**config.mk**
```make
export PLATFORM = sky130hd
export DESIGN_NAME = tga_rle_pixel_decoder_flat
export DESIGN_NICKNAME = d
export VERILOG_FILES = /design/src/hdl/trle_pkg.sv /design/src/hdl/trle_ifs.sv /design/src/hdl/trle_parser.sv /design/src/hdl/trle_fifo.sv /design/src/hdl/tga_rle_pixel_decoder.sv /design/src/flat_wrapper.sv
export SDC_FILE = /design/constraint.sdc
export NUM_CORES = 2
export LEC_CHECK = 0
export ABC_AREA = 1
export ABC_CLOCK_PERIOD_IN_PS = 6400
export BUFFER_PORTS_ARGS = -buffer_cell sky130_fd_sc_hd__buf_4
export CORE_UTILIZATION = 58
export DETAILED_ROUTE_END_ITERATION = 16
export PLACE_DENSITY_LB_ADDON = 0.08
export SLEW_MARGIN = 15
export SYNTH_ARGS = -nofsm -noshare
export SYNTH_HDL_FRONTEND = slang
export SYNTH_SLANG_ARGS = --single-unit
export TNS_END_PERCENT = 20
```
**constraint.sdc**
```tcl
create_clock -name clk -period 6.4 [get_ports clk]
set_input_delay 0.32 -clock clk [delete_from_list [all_inputs] [get_ports clk]]
set_output_delay 0.32 -clock clk [all_outputs]
set_load 0.1 [all_outputs]
```
**src/hdl/trle_pkg.sv**
```systemverilog
// ----------------------------------------------------------------------------
// trle_pkg
// Shared types and constants of the TGA RLE pixel decoder.
// ----------------------------------------------------------------------------
package trle_pkg;

  typedef enum logic [2:0] {
    PH_IDLE,
    PH_HEADER,
    PH_IDSKIP,
    PH_PACKET,
    PH_PIXEL
  } phase_t;

  typedef enum logic [1:0] {
    KIND_RUN    = 2'd0,
    KIND_HEADER = 2'd1,
    KIND_ERROR  = 2'd2
  } kind_t;

  typedef enum logic [2:0] {
    ERR_NONE  = 3'd0,
    ERR_CMAP  = 3'd1,
    ERR_TYPE  = 3'd2,
    ERR_DEPTH = 3'd3,
    ERR_SIZE  = 3'd4
  } err_t;

  // header byte positions
  localparam logic [4:0] HDR_ID_LEN = 5'd0;
  localparam logic [4:0] HDR_CMAP   = 5'd1;
  localparam logic [4:0] HDR_TYPE   = 5'd2;
  localparam logic [4:0] HDR_W_LO   = 5'd12;
  localparam logic [4:0] HDR_W_HI   = 5'd13;
  localparam logic [4:0] HDR_H_LO   = 5'd14;
  localparam logic [4:0] HDR_H_HI   = 5'd15;
  localparam logic [4:0] HDR_DEPTH  = 5'd16;
  localparam logic [4:0] HDR_DESC   = 5'd17;

  localparam logic [7:0] TYPE_RAW = 8'd2;
  localparam logic [7:0] TYPE_RLE = 8'h0A;
  localparam logic [7:0] DEPTH_24 = 8'd24;
  localparam logic [7:0] DEPTH_32 = 8'd32;
  localparam logic [7:0] OPAQUE   = 8'd255;

  localparam int FIFO_DEPTH = 4;

  typedef struct packed {
    kind_t       kind;
    err_t        code;
    logic [7:0]  red;
    logic [7:0]  green;
    logic [7:0]  blue;
    logic [7:0]  alpha;
    logic [7:0]  run_length;
    logic [31:0] start_index;
    logic [15:0] width;
    logic [15:0] height;
    logic        last;
  } result_t;

endpackage

```
**src/hdl/trle_ifs.sv**
```systemverilog
// ----------------------------------------------------------------------------
// trle_ifs
// Byte request channel and result channel of the TGA RLE pixel decoder.
// ----------------------------------------------------------------------------
interface trle_byte_if;
  logic       valid;
  logic       ready;
  logic [7:0] data_byte;
  logic       start_of_file;
  logic       final_byte;

  modport source (output valid, data_byte, start_of_file, final_byte, input ready);
  modport sink (input valid, data_byte, start_of_file, final_byte, output ready);
endinterface

interface trle_result_if;
  logic        valid;
  logic        ready;
  logic [1:0]  result_kind;
  logic [2:0]  error_code;
  logic [7:0]  red;
  logic [7:0]  green;
  logic [7:0]  blue;
  logic [7:0]  alpha;
  logic [7:0]  run_length;
  logic [31:0] start_index;
  logic [15:0] img_width;
  logic [15:0] img_height;
  logic        last_of_image;

  modport source (
    output valid, result_kind, error_code, red, green, blue, alpha, run_length,
           start_index, img_width, img_height, last_of_image,
    input  ready
  );
  modport sink (
    input  valid, result_kind, error_code, red, green, blue, alpha, run_length,
           start_index, img_width, img_height, last_of_image,
    output ready
  );
endinterface

```
**src/hdl/trle_parser.sv**
```systemverilog
// ----------------------------------------------------------------------------
// trle_parser
// Input register and one-pass parse step: header, ID skip, packet and pixel
// bytes. Emits up to two results per byte into the result queue.
// ----------------------------------------------------------------------------
module trle_parser (
  input  logic               clk,
  input  logic               rst,
  trle_byte_if.sink          byte_in,
  input  logic               room,
  output logic [1:0]         push_count,
  output trle_pkg::result_t  push0,
  output trle_pkg::result_t  push1
);

  // input register
  logic       held;
  logic [7:0] q_byte;
  logic       q_sof;
  logic       q_fin;
  logic       fire;

  // parse state
  trle_pkg::phase_t phase, phase_next;
  logic [4:0]  hdr_count, hdr_count_next;
  logic [7:0]  id_left, id_left_next;
  logic        rle_mode, rle_mode_next;
  logic        has_alpha, has_alpha_next;
  logic [15:0] width_reg, width_reg_next;
  logic [15:0] height_reg, height_reg_next;
  logic [31:0] pixels_left, pixels_left_next;
  logic [31:0] next_index, next_index_next;
  logic [7:0]  packet_left, packet_left_next;
  logic        packet_is_run, packet_is_run_next;
  logic [31:0] color_bytes, color_bytes_next;
  logic [1:0]  color_pos, color_pos_next;

  logic              main_valid;
  logic              fin_err;
  trle_pkg::result_t main_res;
  trle_pkg::result_t err_res;

  assign fire         = held && room;
  assign byte_in.ready = !held || room;

  always_ff @(posedge clk) begin
    if (rst) begin
      held <= 1'b0;
    end else if (byte_in.valid && byte_in.ready) begin
      held <= 1'b1;
    end else if (fire) begin
      held <= 1'b0;
    end
    if (byte_in.valid && byte_in.ready) begin
      q_byte <= byte_in.data_byte;
      q_sof  <= byte_in.start_of_file;
      q_fin  <= byte_in.final_byte;
    end
  end

  always_comb begin
    logic [4:0]  hdr_i;
    logic [31:0] cb;
    logic [1:0]  pos1;
    logic [7:0]  want;
    logic [7:0]  run;
    phase_next         = phase;
    hdr_count_next     = hdr_count;
    id_left_next       = id_left;
    rle_mode_next      = rle_mode;
    has_alpha_next     = has_alpha;
    width_reg_next     = width_reg;
    height_reg_next    = height_reg;
    pixels_left_next   = pixels_left;
    next_index_next    = next_index;
    packet_left_next   = packet_left;
    packet_is_run_next = packet_is_run;
    color_bytes_next   = color_bytes;
    color_pos_next     = color_pos;
    main_valid         = 1'b0;
    main_res           = '0;
    fin_err            = 1'b0;
    hdr_i              = '0;
    cb                 = '0;
    pos1               = '0;
    want               = '0;
    run                = '0;

    if (fire) begin
      if (q_sof) begin
        phase_next         = trle_pkg::PH_HEADER;
        hdr_count_next     = '0;
        id_left_next       = '0;
        rle_mode_next      = 1'b0;
        has_alpha_next     = 1'b0;
        width_reg_next     = '0;
        height_reg_next    = '0;
        pixels_left_next   = '0;
        next_index_next    = '0;
        packet_left_next   = '0;
        packet_is_run_next = 1'b0;
        color_bytes_next   = '0;
        color_pos_next     = '0;
      end

      case (phase_next)
        trle_pkg::PH_HEADER: begin
          hdr_i = hdr_count_next;
          if (hdr_i == trle_pkg::HDR_ID_LEN) begin
            id_left_next = q_byte;
          end else if (hdr_i == trle_pkg::HDR_CMAP) begin
            if (q_byte != 8'd0) begin
              main_valid = 1'b1;
              main_res.kind = trle_pkg::KIND_ERROR;
              main_res.code = trle_pkg::ERR_CMAP;
              phase_next = trle_pkg::PH_IDLE;
            end
          end else if (hdr_i == trle_pkg::HDR_TYPE) begin
            if (q_byte == trle_pkg::TYPE_RAW) begin
              rle_mode_next = 1'b0;
            end else if (q_byte == trle_pkg::TYPE_RLE) begin
              rle_mode_next = 1'b1;
            end else begin
              main_valid = 1'b1;
              main_res.kind = trle_pkg::KIND_ERROR;
              main_res.code = trle_pkg::ERR_TYPE;
              phase_next = trle_pkg::PH_IDLE;
            end
          end else if (hdr_i == trle_pkg::HDR_W_LO) begin
            width_reg_next[7:0] = q_byte;
          end else if (hdr_i == trle_pkg::HDR_W_HI) begin
            width_reg_next[15:8] = q_byte;
          end else if (hdr_i == trle_pkg::HDR_H_LO) begin
            height_reg_next[7:0] = q_byte;
          end else if (hdr_i == trle_pkg::HDR_H_HI) begin
            height_reg_next[15:8] = q_byte;
          end else if (hdr_i == trle_pkg::HDR_DEPTH) begin
            if (q_byte == trle_pkg::DEPTH_24) begin
              has_alpha_next = 1'b0;
            end else if (q_byte == trle_pkg::DEPTH_32) begin
              has_alpha_next = 1'b1;
            end else begin
              main_valid = 1'b1;
              main_res.kind = trle_pkg::KIND_ERROR;
              main_res.code = trle_pkg::ERR_DEPTH;
              phase_next = trle_pkg::PH_IDLE;
            end
          end else if (hdr_i == trle_pkg::HDR_DESC) begin
            main_valid = 1'b1;
            if (width_reg_next == 16'd0 || height_reg_next == 16'd0) begin
              main_res.kind = trle_pkg::KIND_ERROR;
              main_res.code = trle_pkg::ERR_SIZE;
              phase_next = trle_pkg::PH_IDLE;
            end else begin
              main_res.kind      = trle_pkg::KIND_HEADER;
              main_res.width     = width_reg_next;
              main_res.height    = height_reg_next;
              pixels_left_next   = {16'd0, width_reg_next} * {16'd0, height_reg_next};
              next_index_next    = '0;
              color_bytes_next   = '0;
              color_pos_next     = '0;
              packet_left_next   = '0;
              packet_is_run_next = 1'b0;
              if (id_left_next != 8'd0) begin
                phase_next = trle_pkg::PH_IDSKIP;
              end else begin
                phase_next = rle_mode_next ? trle_pkg::PH_PACKET : trle_pkg::PH_PIXEL;
              end
            end
          end
          if (phase_next == trle_pkg::PH_HEADER) begin
            hdr_count_next = hdr_i + 5'd1;
          end
        end

        trle_pkg::PH_IDSKIP: begin
          id_left_next = id_left_next - 8'd1;
          if (id_left_next == 8'd0) begin
            phase_next = rle_mode_next ? trle_pkg::PH_PACKET : trle_pkg::PH_PIXEL;
          end
        end

        trle_pkg::PH_PACKET: begin
          packet_left_next   = {1'b0, q_byte[6:0]} + 8'd1;
          packet_is_run_next = q_byte[7];
          color_bytes_next   = '0;
          color_pos_next     = '0;
          phase_next         = trle_pkg::PH_PIXEL;
        end

        trle_pkg::PH_PIXEL: begin
          cb   = color_bytes_next | ({24'd0, q_byte} << {color_pos_next, 3'b000});
          pos1 = color_pos_next + 2'd1;
          if (pos1 == (has_alpha_next ? 2'd0 : 2'd3)) begin
            want = (rle_mode_next && packet_is_run_next) ? packet_left_next : 8'd1;
            run  = ({24'd0, want} < pixels_left_next) ? want : pixels_left_next[7:0];
            main_valid           = 1'b1;
            main_res.kind        = trle_pkg::KIND_RUN;
            main_res.red         = cb[23:16];
            main_res.green       = cb[15:8];
            main_res.blue        = cb[7:0];
            main_res.alpha       = has_alpha_next ? cb[31:24] : trle_pkg::OPAQUE;
            main_res.run_length  = run;
            main_res.start_index = next_index_next;
            next_index_next      = next_index_next + {24'd0, run};
            pixels_left_next     = pixels_left_next - {24'd0, run};
            main_res.last        = (pixels_left_next == 32'd0);
            color_bytes_next     = '0;
            color_pos_next       = '0;
            if (pixels_left_next == 32'd0) begin
              phase_next = trle_pkg::PH_IDLE;
            end else if (rle_mode_next) begin
              if (packet_is_run_next || packet_left_next <= 8'd1) begin
                packet_left_next = '0;
                phase_next       = trle_pkg::PH_PACKET;
              end else begin
                packet_left_next = packet_left_next - 8'd1;
              end
            end
          end else begin
            color_bytes_next = cb;
            color_pos_next   = pos1;
          end
        end

        default: begin
        end
      endcase

      // truncated file: error after any other result of this byte
      if (q_fin && phase_next != trle_pkg::PH_IDLE) begin
        fin_err    = 1'b1;
        phase_next = trle_pkg::PH_IDLE;
      end
    end
  end

  always_comb begin
    err_res      = '0;
    err_res.kind = trle_pkg::KIND_ERROR;
    err_res.code = trle_pkg::ERR_SIZE;
    push0        = main_valid ? main_res : err_res;
    push1        = err_res;
    push_count   = {1'b0, main_valid} + {1'b0, fin_err};
  end

  always_ff @(posedge clk) begin
    if (rst) begin
      phase         <= trle_pkg::PH_IDLE;
      hdr_count     <= '0;
      id_left       <= '0;
      rle_mode      <= 1'b0;
      has_alpha     <= 1'b0;
      width_reg     <= '0;
      height_reg    <= '0;
      pixels_left   <= '0;
      next_index    <= '0;
      packet_left   <= '0;
      packet_is_run <= 1'b0;
      color_bytes   <= '0;
      color_pos     <= '0;
    end else begin
      phase         <= phase_next;
      hdr_count     <= hdr_count_next;
      id_left       <= id_left_next;
      rle_mode      <= rle_mode_next;
      has_alpha     <= has_alpha_next;
      width_reg     <= width_reg_next;
      height_reg    <= height_reg_next;
      pixels_left   <= pixels_left_next;
      next_index    <= next_index_next;
      packet_left   <= packet_left_next;
      packet_is_run <= packet_is_run_next;
      color_bytes   <= color_bytes_next;
      color_pos     <= color_pos_next;
    end
  end

  // a byte that already ended the parse with an error never adds a truncation error
  a_no_double_error: assert property (@(posedge clk) disable iff (rst)
    !(main_valid && main_res.kind == trle_pkg::KIND_ERROR && fin_err))
    else $error("truncation error after an error result");

  // any error result leaves the parser idle
  a_error_goes_idle: assert property (@(posedge clk) disable iff (rst)
    (fin_err || (main_valid && main_res.kind == trle_pkg::KIND_ERROR))
      |=> phase == trle_pkg::PH_IDLE)
    else $error("parser not idle after error");

  // a header result starts pixel data with the full pixel count
  a_header_count: assert property (@(posedge clk) disable iff (rst)
    (main_valid && main_res.kind == trle_pkg::KIND_HEADER)
      |=> pixels_left != 32'd0 || phase == trle_pkg::PH_IDLE)
    else $error("header result with no pixels to decode");

endmodule

```
**src/hdl/trle_fifo.sv**
```systemverilog
// ----------------------------------------------------------------------------
// trle_fifo
// Small result queue: takes up to two results per cycle, gives one.
// ----------------------------------------------------------------------------
module trle_fifo #(
  parameter int Depth = trle_pkg::FIFO_DEPTH
) (
  input  logic               clk,
  input  logic               rst,
  input  logic [1:0]         push_count,
  input  trle_pkg::result_t  push0,
  input  trle_pkg::result_t  push1,
  output logic               room,
  trle_result_if.source      result_out
);

  localparam int PtrW = (Depth > 1) ? $clog2(Depth) : 1;
  localparam int CntW = $clog2(Depth + 1);

  trle_pkg::result_t mem [Depth];
  logic [PtrW-1:0] wp, wp1, rp;
  logic [CntW-1:0] count;
  logic            pop;

  function automatic logic [PtrW-1:0] ptr_inc(input logic [PtrW-1:0] p);
    return (p == PtrW'(Depth - 1)) ? '0 : p + PtrW'(1);
  endfunction

  assign wp1  = ptr_inc(wp);
  assign room = (count <= CntW'(Depth - 2));
  assign pop  = result_out.valid && result_out.ready;

  always_ff @(posedge clk) begin
    if (rst) begin
      wp    <= '0;
      rp    <= '0;
      count <= '0;
    end else begin
      if (push_count == 2'd1) begin
        wp <= wp1;
      end else if (push_count == 2'd2) begin
        wp <= ptr_inc(wp1);
      end
      if (pop) begin
        rp <= ptr_inc(rp);
      end
      count <= count + CntW'(push_count) - CntW'(pop);
    end
    if (push_count != 2'd0) begin
      mem[wp] <= push0;
    end
    if (push_count == 2'd2) begin
      mem[wp1] <= push1;
    end
  end

  assign result_out.valid         = (count != '0);
  assign result_out.result_kind   = mem[rp].kind;
  assign result_out.error_code    = mem[rp].code;
  assign result_out.red           = mem[rp].red;
  assign result_out.green         = mem[rp].green;
  assign result_out.blue          = mem[rp].blue;
  assign result_out.alpha         = mem[rp].alpha;
  assign result_out.run_length    = mem[rp].run_length;
  assign result_out.start_index   = mem[rp].start_index;
  assign result_out.img_width     = mem[rp].width;
  assign result_out.img_height    = mem[rp].height;
  assign result_out.last_of_image = mem[rp].last;

  a_no_overflow: assert property (@(posedge clk) disable iff (rst)
    count <= CntW'(Depth))
    else $error("result queue overflow");

  a_push_with_room: assert property (@(posedge clk) disable iff (rst)
    push_count != 2'd0 |-> room && push_count != 2'd3)
    else $error("push into full result queue");

endmodule

```
**src/hdl/tga_rle_pixel_decoder.sv**
```systemverilog
// ----------------------------------------------------------------------------
// tga_rle_pixel_decoder
// TGA file byte stream in, header/error results and RGBA pixel runs out.
//
//   channel      dir  carries
//   byte_in      in   data_byte, start_of_file, final_byte
//   result_out   out  result_kind, error_code, red/green/blue/alpha,
//                     run_length, start_index, img_width/height, last_of_image
//
// One byte per cycle while the queue has room. A byte is parsed once it is
// held in the input register and the queue has room; its results (at most
// two) then enter the queue. Results wait in a FifoDepth-entry queue;
// byte_in.ready drops while a byte is held and fewer than two queue entries
// are free. Reset (synchronous) leaves the parser idle and the queue empty;
// bytes before a start_of_file are dropped.
// ----------------------------------------------------------------------------
module tga_rle_pixel_decoder #(
  parameter int FifoDepth = trle_pkg::FIFO_DEPTH
) (
  input  logic          clk,
  input  logic          rst,
  trle_byte_if.sink     byte_in,
  trle_result_if.source result_out
);

  logic              room;
  logic [1:0]        push_count;
  trle_pkg::result_t push0;
  trle_pkg::result_t push1;

  trle_parser u_parser (
    .clk        (clk),
    .rst        (rst),
    .byte_in    (byte_in),
    .room       (room),
    .push_count (push_count),
    .push0      (push0),
    .push1      (push1)
  );

  trle_fifo #(
    .Depth (FifoDepth)
  ) u_fifo (
    .clk        (clk),
    .rst        (rst),
    .push_count (push_count),
    .push0      (push0),
    .push1      (push1),
    .room       (room),
    .result_out (result_out)
  );

endmodule
```
**src/flat_wrapper.sv**
```systemverilog
// flat-port wrapper written by rule: the top's interface ports become plain ports
module tga_rle_pixel_decoder_flat 
#(
  parameter int FifoDepth = trle_pkg::FIFO_DEPTH
)
  (clk, rst, byte_in_valid, byte_in_data_byte, byte_in_start_of_file, byte_in_final_byte, byte_in_ready, result_out_valid, result_out_result_kind, result_out_error_code, result_out_red, result_out_green, result_out_blue, result_out_alpha, result_out_run_length, result_out_start_index, result_out_img_width, result_out_img_height, result_out_last_of_image, result_out_ready);
  trle_byte_if byte_in_i ();
  trle_result_if result_out_i ();
  input  logic clk;
  input  logic rst;
  input wire logic [$bits(byte_in_i.valid)-1:0] byte_in_valid;
  input wire logic [$bits(byte_in_i.data_byte)-1:0] byte_in_data_byte;
  input wire logic [$bits(byte_in_i.start_of_file)-1:0] byte_in_start_of_file;
  input wire logic [$bits(byte_in_i.final_byte)-1:0] byte_in_final_byte;
  output wire logic [$bits(byte_in_i.ready)-1:0] byte_in_ready;
  output wire logic [$bits(result_out_i.valid)-1:0] result_out_valid;
  output wire logic [$bits(result_out_i.result_kind)-1:0] result_out_result_kind;
  output wire logic [$bits(result_out_i.error_code)-1:0] result_out_error_code;
  output wire logic [$bits(result_out_i.red)-1:0] result_out_red;
  output wire logic [$bits(result_out_i.green)-1:0] result_out_green;
  output wire logic [$bits(result_out_i.blue)-1:0] result_out_blue;
  output wire logic [$bits(result_out_i.alpha)-1:0] result_out_alpha;
  output wire logic [$bits(result_out_i.run_length)-1:0] result_out_run_length;
  output wire logic [$bits(result_out_i.start_index)-1:0] result_out_start_index;
  output wire logic [$bits(result_out_i.img_width)-1:0] result_out_img_width;
  output wire logic [$bits(result_out_i.img_height)-1:0] result_out_img_height;
  output wire logic [$bits(result_out_i.last_of_image)-1:0] result_out_last_of_image;
  input wire logic [$bits(result_out_i.ready)-1:0] result_out_ready;
  assign byte_in_i.valid = byte_in_valid;
  assign byte_in_i.data_byte = byte_in_data_byte;
  assign byte_in_i.start_of_file = byte_in_start_of_file;
  assign byte_in_i.final_byte = byte_in_final_byte;
  assign byte_in_ready = byte_in_i.ready;
  assign result_out_valid = result_out_i.valid;
  assign result_out_result_kind = result_out_i.result_kind;
  assign result_out_error_code = result_out_i.error_code;
  assign result_out_red = result_out_i.red;
  assign result_out_green = result_out_i.green;
  assign result_out_blue = result_out_i.blue;
  assign result_out_alpha = result_out_i.alpha;
  assign result_out_run_length = result_out_i.run_length;
  assign result_out_start_index = result_out_i.start_index;
  assign result_out_img_width = result_out_i.img_width;
  assign result_out_img_height = result_out_i.img_height;
  assign result_out_last_of_image = result_out_i.last_of_image;
  assign result_out_i.ready = result_out_ready;
  tga_rle_pixel_decoder #(.FifoDepth(FifoDepth)) u_core (.clk(clk), .rst(rst), .byte_in(byte_in_i), .result_out(result_out_i));
endmodule
```
# Word level (Yosys, flattened, before mapping)
# Memories as Yosys holds them, arrays and structs flattened. A register that Yosys moved wholly into a read port is not among the register bits.
# Cells that the tools add are included.
# totals
latch_bits,0
ram_bits,440
n_memories,1
regBits,175
romBits,0
# mem_list
name,words,width,read_ports,rd_ports_with_merged_regs,wr,line,text
u_core.u_fifo.mem,4,110,1,1,2,trle_fifo.sv:20,trle_pkg::result_t mem [Depth];
# op_classes
magnitude_cmp,3
n_reduce_logical,21
mul,1
n_eq_ne,23
add_sub_neg,13
div_mod_pow,0
muxes,235
shift,1
n_bitwise,1
# ops
op,n
two-way mux 32 bit,50
two-way mux 16 bit,14
two-way mux 8 bit,28
two-way mux 110 bit,2
two-way mux 72 bit,2
one-hot mux 32 bit (2 select lines),2
one-hot mux 32 bit (3 select lines),1
two-way mux 3 bit,30
two-way mux 5 bit,18
two-way mux 1 bit,59
two-way mux 2 bit,23
adder 32 x 8 -> 32 bit,1
zero test 16 bit,2
zero test 32 bit,1
< comparator 8 x 32 -> 1 bit,1
multiplier 16 x 16 -> 32 bit,1
bitwise OR 32 bit,1
left shift 8 x 5 -> 32 bit,1
subtractor 32 x 8 -> 32 bit,1
one-hot mux 8 bit (3 select lines),1
== test 5 x 4 -> 1 bit (second input constant),4
one-hot mux 8 bit (2 select lines),1
nonzero test 8 bit,2
subtractor 8 x 1 -> 8 bit (second input constant),2
31 further kinds,50

# Longest topological paths before layout
# logic_depth
depth_word,27
mapped_depth,49
mapped_depth_nobuf,43

# By module
# Synthesis repeated with hierarchy kept, for this count alone.
# unflattened
cells_unflattened,5770
area_unflattened_um2,44746.7
# by_module_without_submodules
mod,n_inst,cells_per_inst,seq_area_each_um2,area_each_um2
trle_parser,1,3532,3463.3,23057.1
trle_fifo,1,2238,13392.8,21689.6

# Least setup slack after synthesis
# No wires, ideal clock.
# synth_timing
path_kind,flip-flop to flip-flop
startpoint,register u_core.u_parser.q_sof
endpoint,register u_core.u_fifo.count[2]
path_buffers,8
arrival_time_ps,6549
required_ps,6330
stages_incl_launch_ff,45
path_slack_ps,-220
path_cell_list,edfxtp_1 buf_6 inv_6 buf_12 buf_12 buf_6 buf_2 clkbuf_1 nand2_1 ha_1 nand2_1 o21ai_0 o211ai_4 buf_6 o21ai_1 o21ai_2 ha_1 inv_1 [... 9 more ...] nand2_1 nor2_1 nand3_1 nor2_2 nand4_4 nand2_2 nand2_1 nor2_1 nand2_1 o21bai_2 nor2_1 ha_1 inv_1 ha_1 fa_1 xor2_1 or2_2 a21oi_1
# synth_via
elab_chain_len,25
# synth_lines
element,line,text
from (decl),trle_parser.sv:19,logic q_sof;
from (signal assigned),trle_parser.sv:56,q_sof <= byte_in.start_of_file;
"parallel branches: the longest is 22 deep, another holds < comparator 8 x 32 -> 1 bit",n/a,
adder 1 x 1 -> 2 bit (*),trle_parser.sv:244,"push_count = {1'b0, main_valid} + {1'b0, fin_err};"
adder 3 x 2 -> 3 bit (*),trle_fifo.sv:47,count <= count + CntW'(push_count) - CntW'(pop);
subtractor 3 x 1 -> 3 bit (*),trle_fifo.sv:47,
to (signal assigned),trle_fifo.sv:47,
to (decl),trle_fifo.sv:22,logic [CntW-1:0] count;
# Mark *: on every way between the ends. The select of a mux whose other input is x is not followed.
# A chain may end at the register's enable or synchronous reset.

# Final worst setup path
# layout_timing
startpoint,register u_core.u_parser.q_sof
endpoint,register u_core.u_parser.pixels_left[24]
# layout_via
elab_chain_len,15
# layout_lines
element,line,text
"parallel branches: the longest is 14 deep, another holds multiplier 16 x 16 -> 32 bit",n/a,
one-hot mux 32 bit (2 select lines) (*),trle_parser.sv:106,case (phase_next)
to (signal assigned),trle_parser.sv:270,pixels_left <= pixels_left_next;
to (decl),trle_parser.sv:31,"logic [31:0] pixels_left, pixels_left_next;"
# Marks and branches as above.

==> impl_metrics.toml <==
[status]
status = "completed"

[global_routing]
antenna_found_initial = 1
overflow = 0
grtUsageMet3_pct = 6.763
grt_max_degree = 156
busiest_layer = "met2"
grt_pass1_vias = 37833
use_met2_pct = 57.75
track_usage_pct = 37.98
met1_usage_pct = 54.16
grt_pass1_wl_um = 212300

[power_and_ir_drop]
p_sw_mw = 10.04
swShare_pct = 50.08
power_frac_comb_pct = 51.9
seqPwrFrac_pct = 27.4
p_leak_nw = 20.72
p_int_mw = 10.00
ir_drop_v = 0.0006255
power.density_mw_per_mm2 = 426.8
clkPwrFrac_pct = 20.7
p_total_mw = 20.04

[worst_setup_path]
end_kind = "flip-flop"
crit_family = "adder cells"
critPathLaunchType = "flip-flop"
max_stage_delay_ps = 570
crit_path_frequent_cell = "fa_1"
path_max_fanout = 8
critPathKind = "reg -> reg"
cp_slowest_cell = "fa_1"
cp.required_ps = 6860
cp.buffers_inverters = 8
worstPathArrival_ps = 6820

[timing]
timing_hold_violations_final = 0
max_freq_mhz = 157.3
setup_tns_ps = 0
whs_ps = 41.39
fin_crit_ps = 6357
slew_headroom_pct = 29.95
finalWorstSetupSlack_ps = 42.59
setup_viol = 0
finalClockSkew_ps = 35.03
slew_violations = 0
final.period_utilization_pct = 99.33
rsz0062_at_grt = "yes"
tightest_slew_ps = 1051

[drt]
dr_total_vias = 40999
post-route-drc-count = 0
post_drt_wl_per_cell_um = 20.00
first_pass_iters = 7
drtIter0Drc = 4803
drt-total-wl_um = 135900
ant_nets = 0
vias_per_cell = 6.035

[synth]
async_reset_ff_share_pct = 0
synthAdderAreaFrac_pct = 14.74
yosys.cell_types.count = 62
synth_compound_area_share_pct = 25.14
synth_top_family_by_area = "compound AO/OA/AOI/OAI gates"
yosysWarningCount = 0
dominantRegCellSynth = "dfxtp_1"
netlist_instances = 5654
ys_ff_latch = 617
muxShareOfSynthArea_pct = 0
synthSimpleGateAreaFrac_pct = 18.36
syn_area_mm2 = 0.03992
synth_edf_count = 10
synth_area_per_cell_um2 = 7.061
synth_xor_xnor_area_share_pct = 0.8117
ys_seq_area_share_pct = 31.19
synth_nets = 6020

[layout]
final_common_cell = "o21ai_0"
finalInstanceArea_mm2 = 0.04696
post-route-util_pct = 69.43
top_register = "u_core.u_fifo.mem"
diodes = 0
largest_reg_flops = 440
final_cell_mix = "o21ai_0, nand2_1, a21oi_1, dfxtp_1, inv_1"
fill_cells = 5797
area_growth_pct = 17.62
final_net_count = 6231
drive_gt1_share_pct = 14.16
stdcell_count = 6793

[floorplan]
die_h_um = 264.4
row_count = 95
initial_core_util_pct = 59.03
ios = 126
chipWidth_um = 264.4
die_area_mm2 = 0.06988
core_area_mm2 = 0.06763

[clocking]
clkLatencyLatePin_ps = 640
ctsRootBufferMaster = "clkbuf_16"
cts.sinks = 617
htreeDepth = 3
clkTransAtPathRegs_ps = 60
cts_inserted_buffers = 69
cts_max_path_buffers = 3
cts_tree = "built"

[placement]
port_buffers = 125
place_ws_ps = -66.13
place_hpwl_um = 94290
dp.cells = 6616
post_dp_cell_area_mm2 = 0.04342
gp_congestion = 0.9776

[run]
maxCapViolCount = 0

[min_path]
hp-class = "in -> reg"
[cells by family after synthesis]
kind of cell,Yosys count
DFF,617
AOI/OAI and AO/OA,1874
and+or+nand+nor,1777
xor gates and xnor gates,37
adders and majority gates,352
buffers and inverters,997
[cell type report]
cell class                      instances  area, µm²  area share (%)
Multi-Input combinational cell       4041      24250           51.65
Sequential cell                       617      12460           26.53
Timing Repair Buffer                  500       4319           9.198
Inverter                              634       2439           5.193
Clock buffer                          101       2047           4.359
Tap cell                              873       1092           2.326
Clock inverter                         25      329.1          0.7008
Timing Repair inverter                  2      15.01         0.03198
[path summary, 6_finish.rpt]
kind	cells past startpoint	end	startpoint	slack [ps]
max	28	u_core.u_parser.pixels_left[24]$_SDFFE_PP0P_	u_core.u_parser.q_sof$_DFFE_PP_	40
min	3	u_core.u_parser.held$_SDFFE_PP0P_	byte_in_valid	40
max reg2reg	28	u_core.u_parser.pixels_left[24]$_SDFFE_PP0P_	u_core.u_parser.q_sof$_DFFE_PP_	40
min reg2reg	2	u_core.u_fifo.mem[2][107]$_SDFFE_PP1P_	u_core.u_fifo.mem[2][107]$_SDFFE_PP1P_	460
[cell usage after synthesis, drive strengths merged (11+ instances only)]
cell type / number / share of area [%]
o31ai: 11 / 0.21
clkbuf: 320 / 3.0
inv: 619 / 5.8
a31oi: 23 / 0.36
xnor2: 17 / 0.37
o22ai: 117 / 1.8
o21ai: 910 / 12
fa: 197 / 9.9
xor2: 20 / 0.44
nor3: 37 / 0.49
nand4: 48 / 0.79
o221ai: 27 / 0.59
o211ai: 52 / 1.0
nor2: 624 / 6.1
nand2: 886 / 8.6
nand3: 158 / 2.0
buf: 40 / 0.71
dfxtp: 607 / 30
ha: 155 / 4.9
nor4: 11 / 0.19
clkinv: 15 / 0.14
a21oi: 685 / 8.6
[what timing repair did]
item / in CTS / in global routing
pin swaps: 1 / 56
hold endpoints to repair: 10 / 0
gates resized for setup: 3 / 176
cloned: 0 / 4
setup endpoints to repair: 2 / 460
setup buffers: 1 / 36
hold buffers: 10 / 0
[power groups by stage]
stage / Clock [mW] / Sequential, mW / Combinational [mW]
detailed placement: 0 / 5.50 / 10.1
floorplan: 0 / 5.31 / 7.72
global placement: 0 / 5.49 / 10.0
finish: 4.15 / 5.48 / 10.4
global route: 4.35 / 5.59 / 11.0
CTS: 4.18 / 5.45 / 10.1
[routing by layer]
layer / wire, µm / share of wire, % / vias up
met5: 13 / 0.0096 / -
met4: 4988 / 3.7 / 2
met3: 13870 / 10 / 354
met2: 59120 / 44 / 2086
met1: 57870 / 43 / 19307
li1: - / - / 19250
[worst reg2reg max path: cells and delay by family (launching register included)]
| family | cells | cell delay [ps] |
|---|---|---|
| compound gates | 7 | 890 |
| fa+ha+maj | 7 | 3260 |
| buf+inv | 8 | 880 |
| flops | 1 | 440 |
| simple gates | 6 | 710 |
Note: power is estimated with default switching activity, not from simulation.
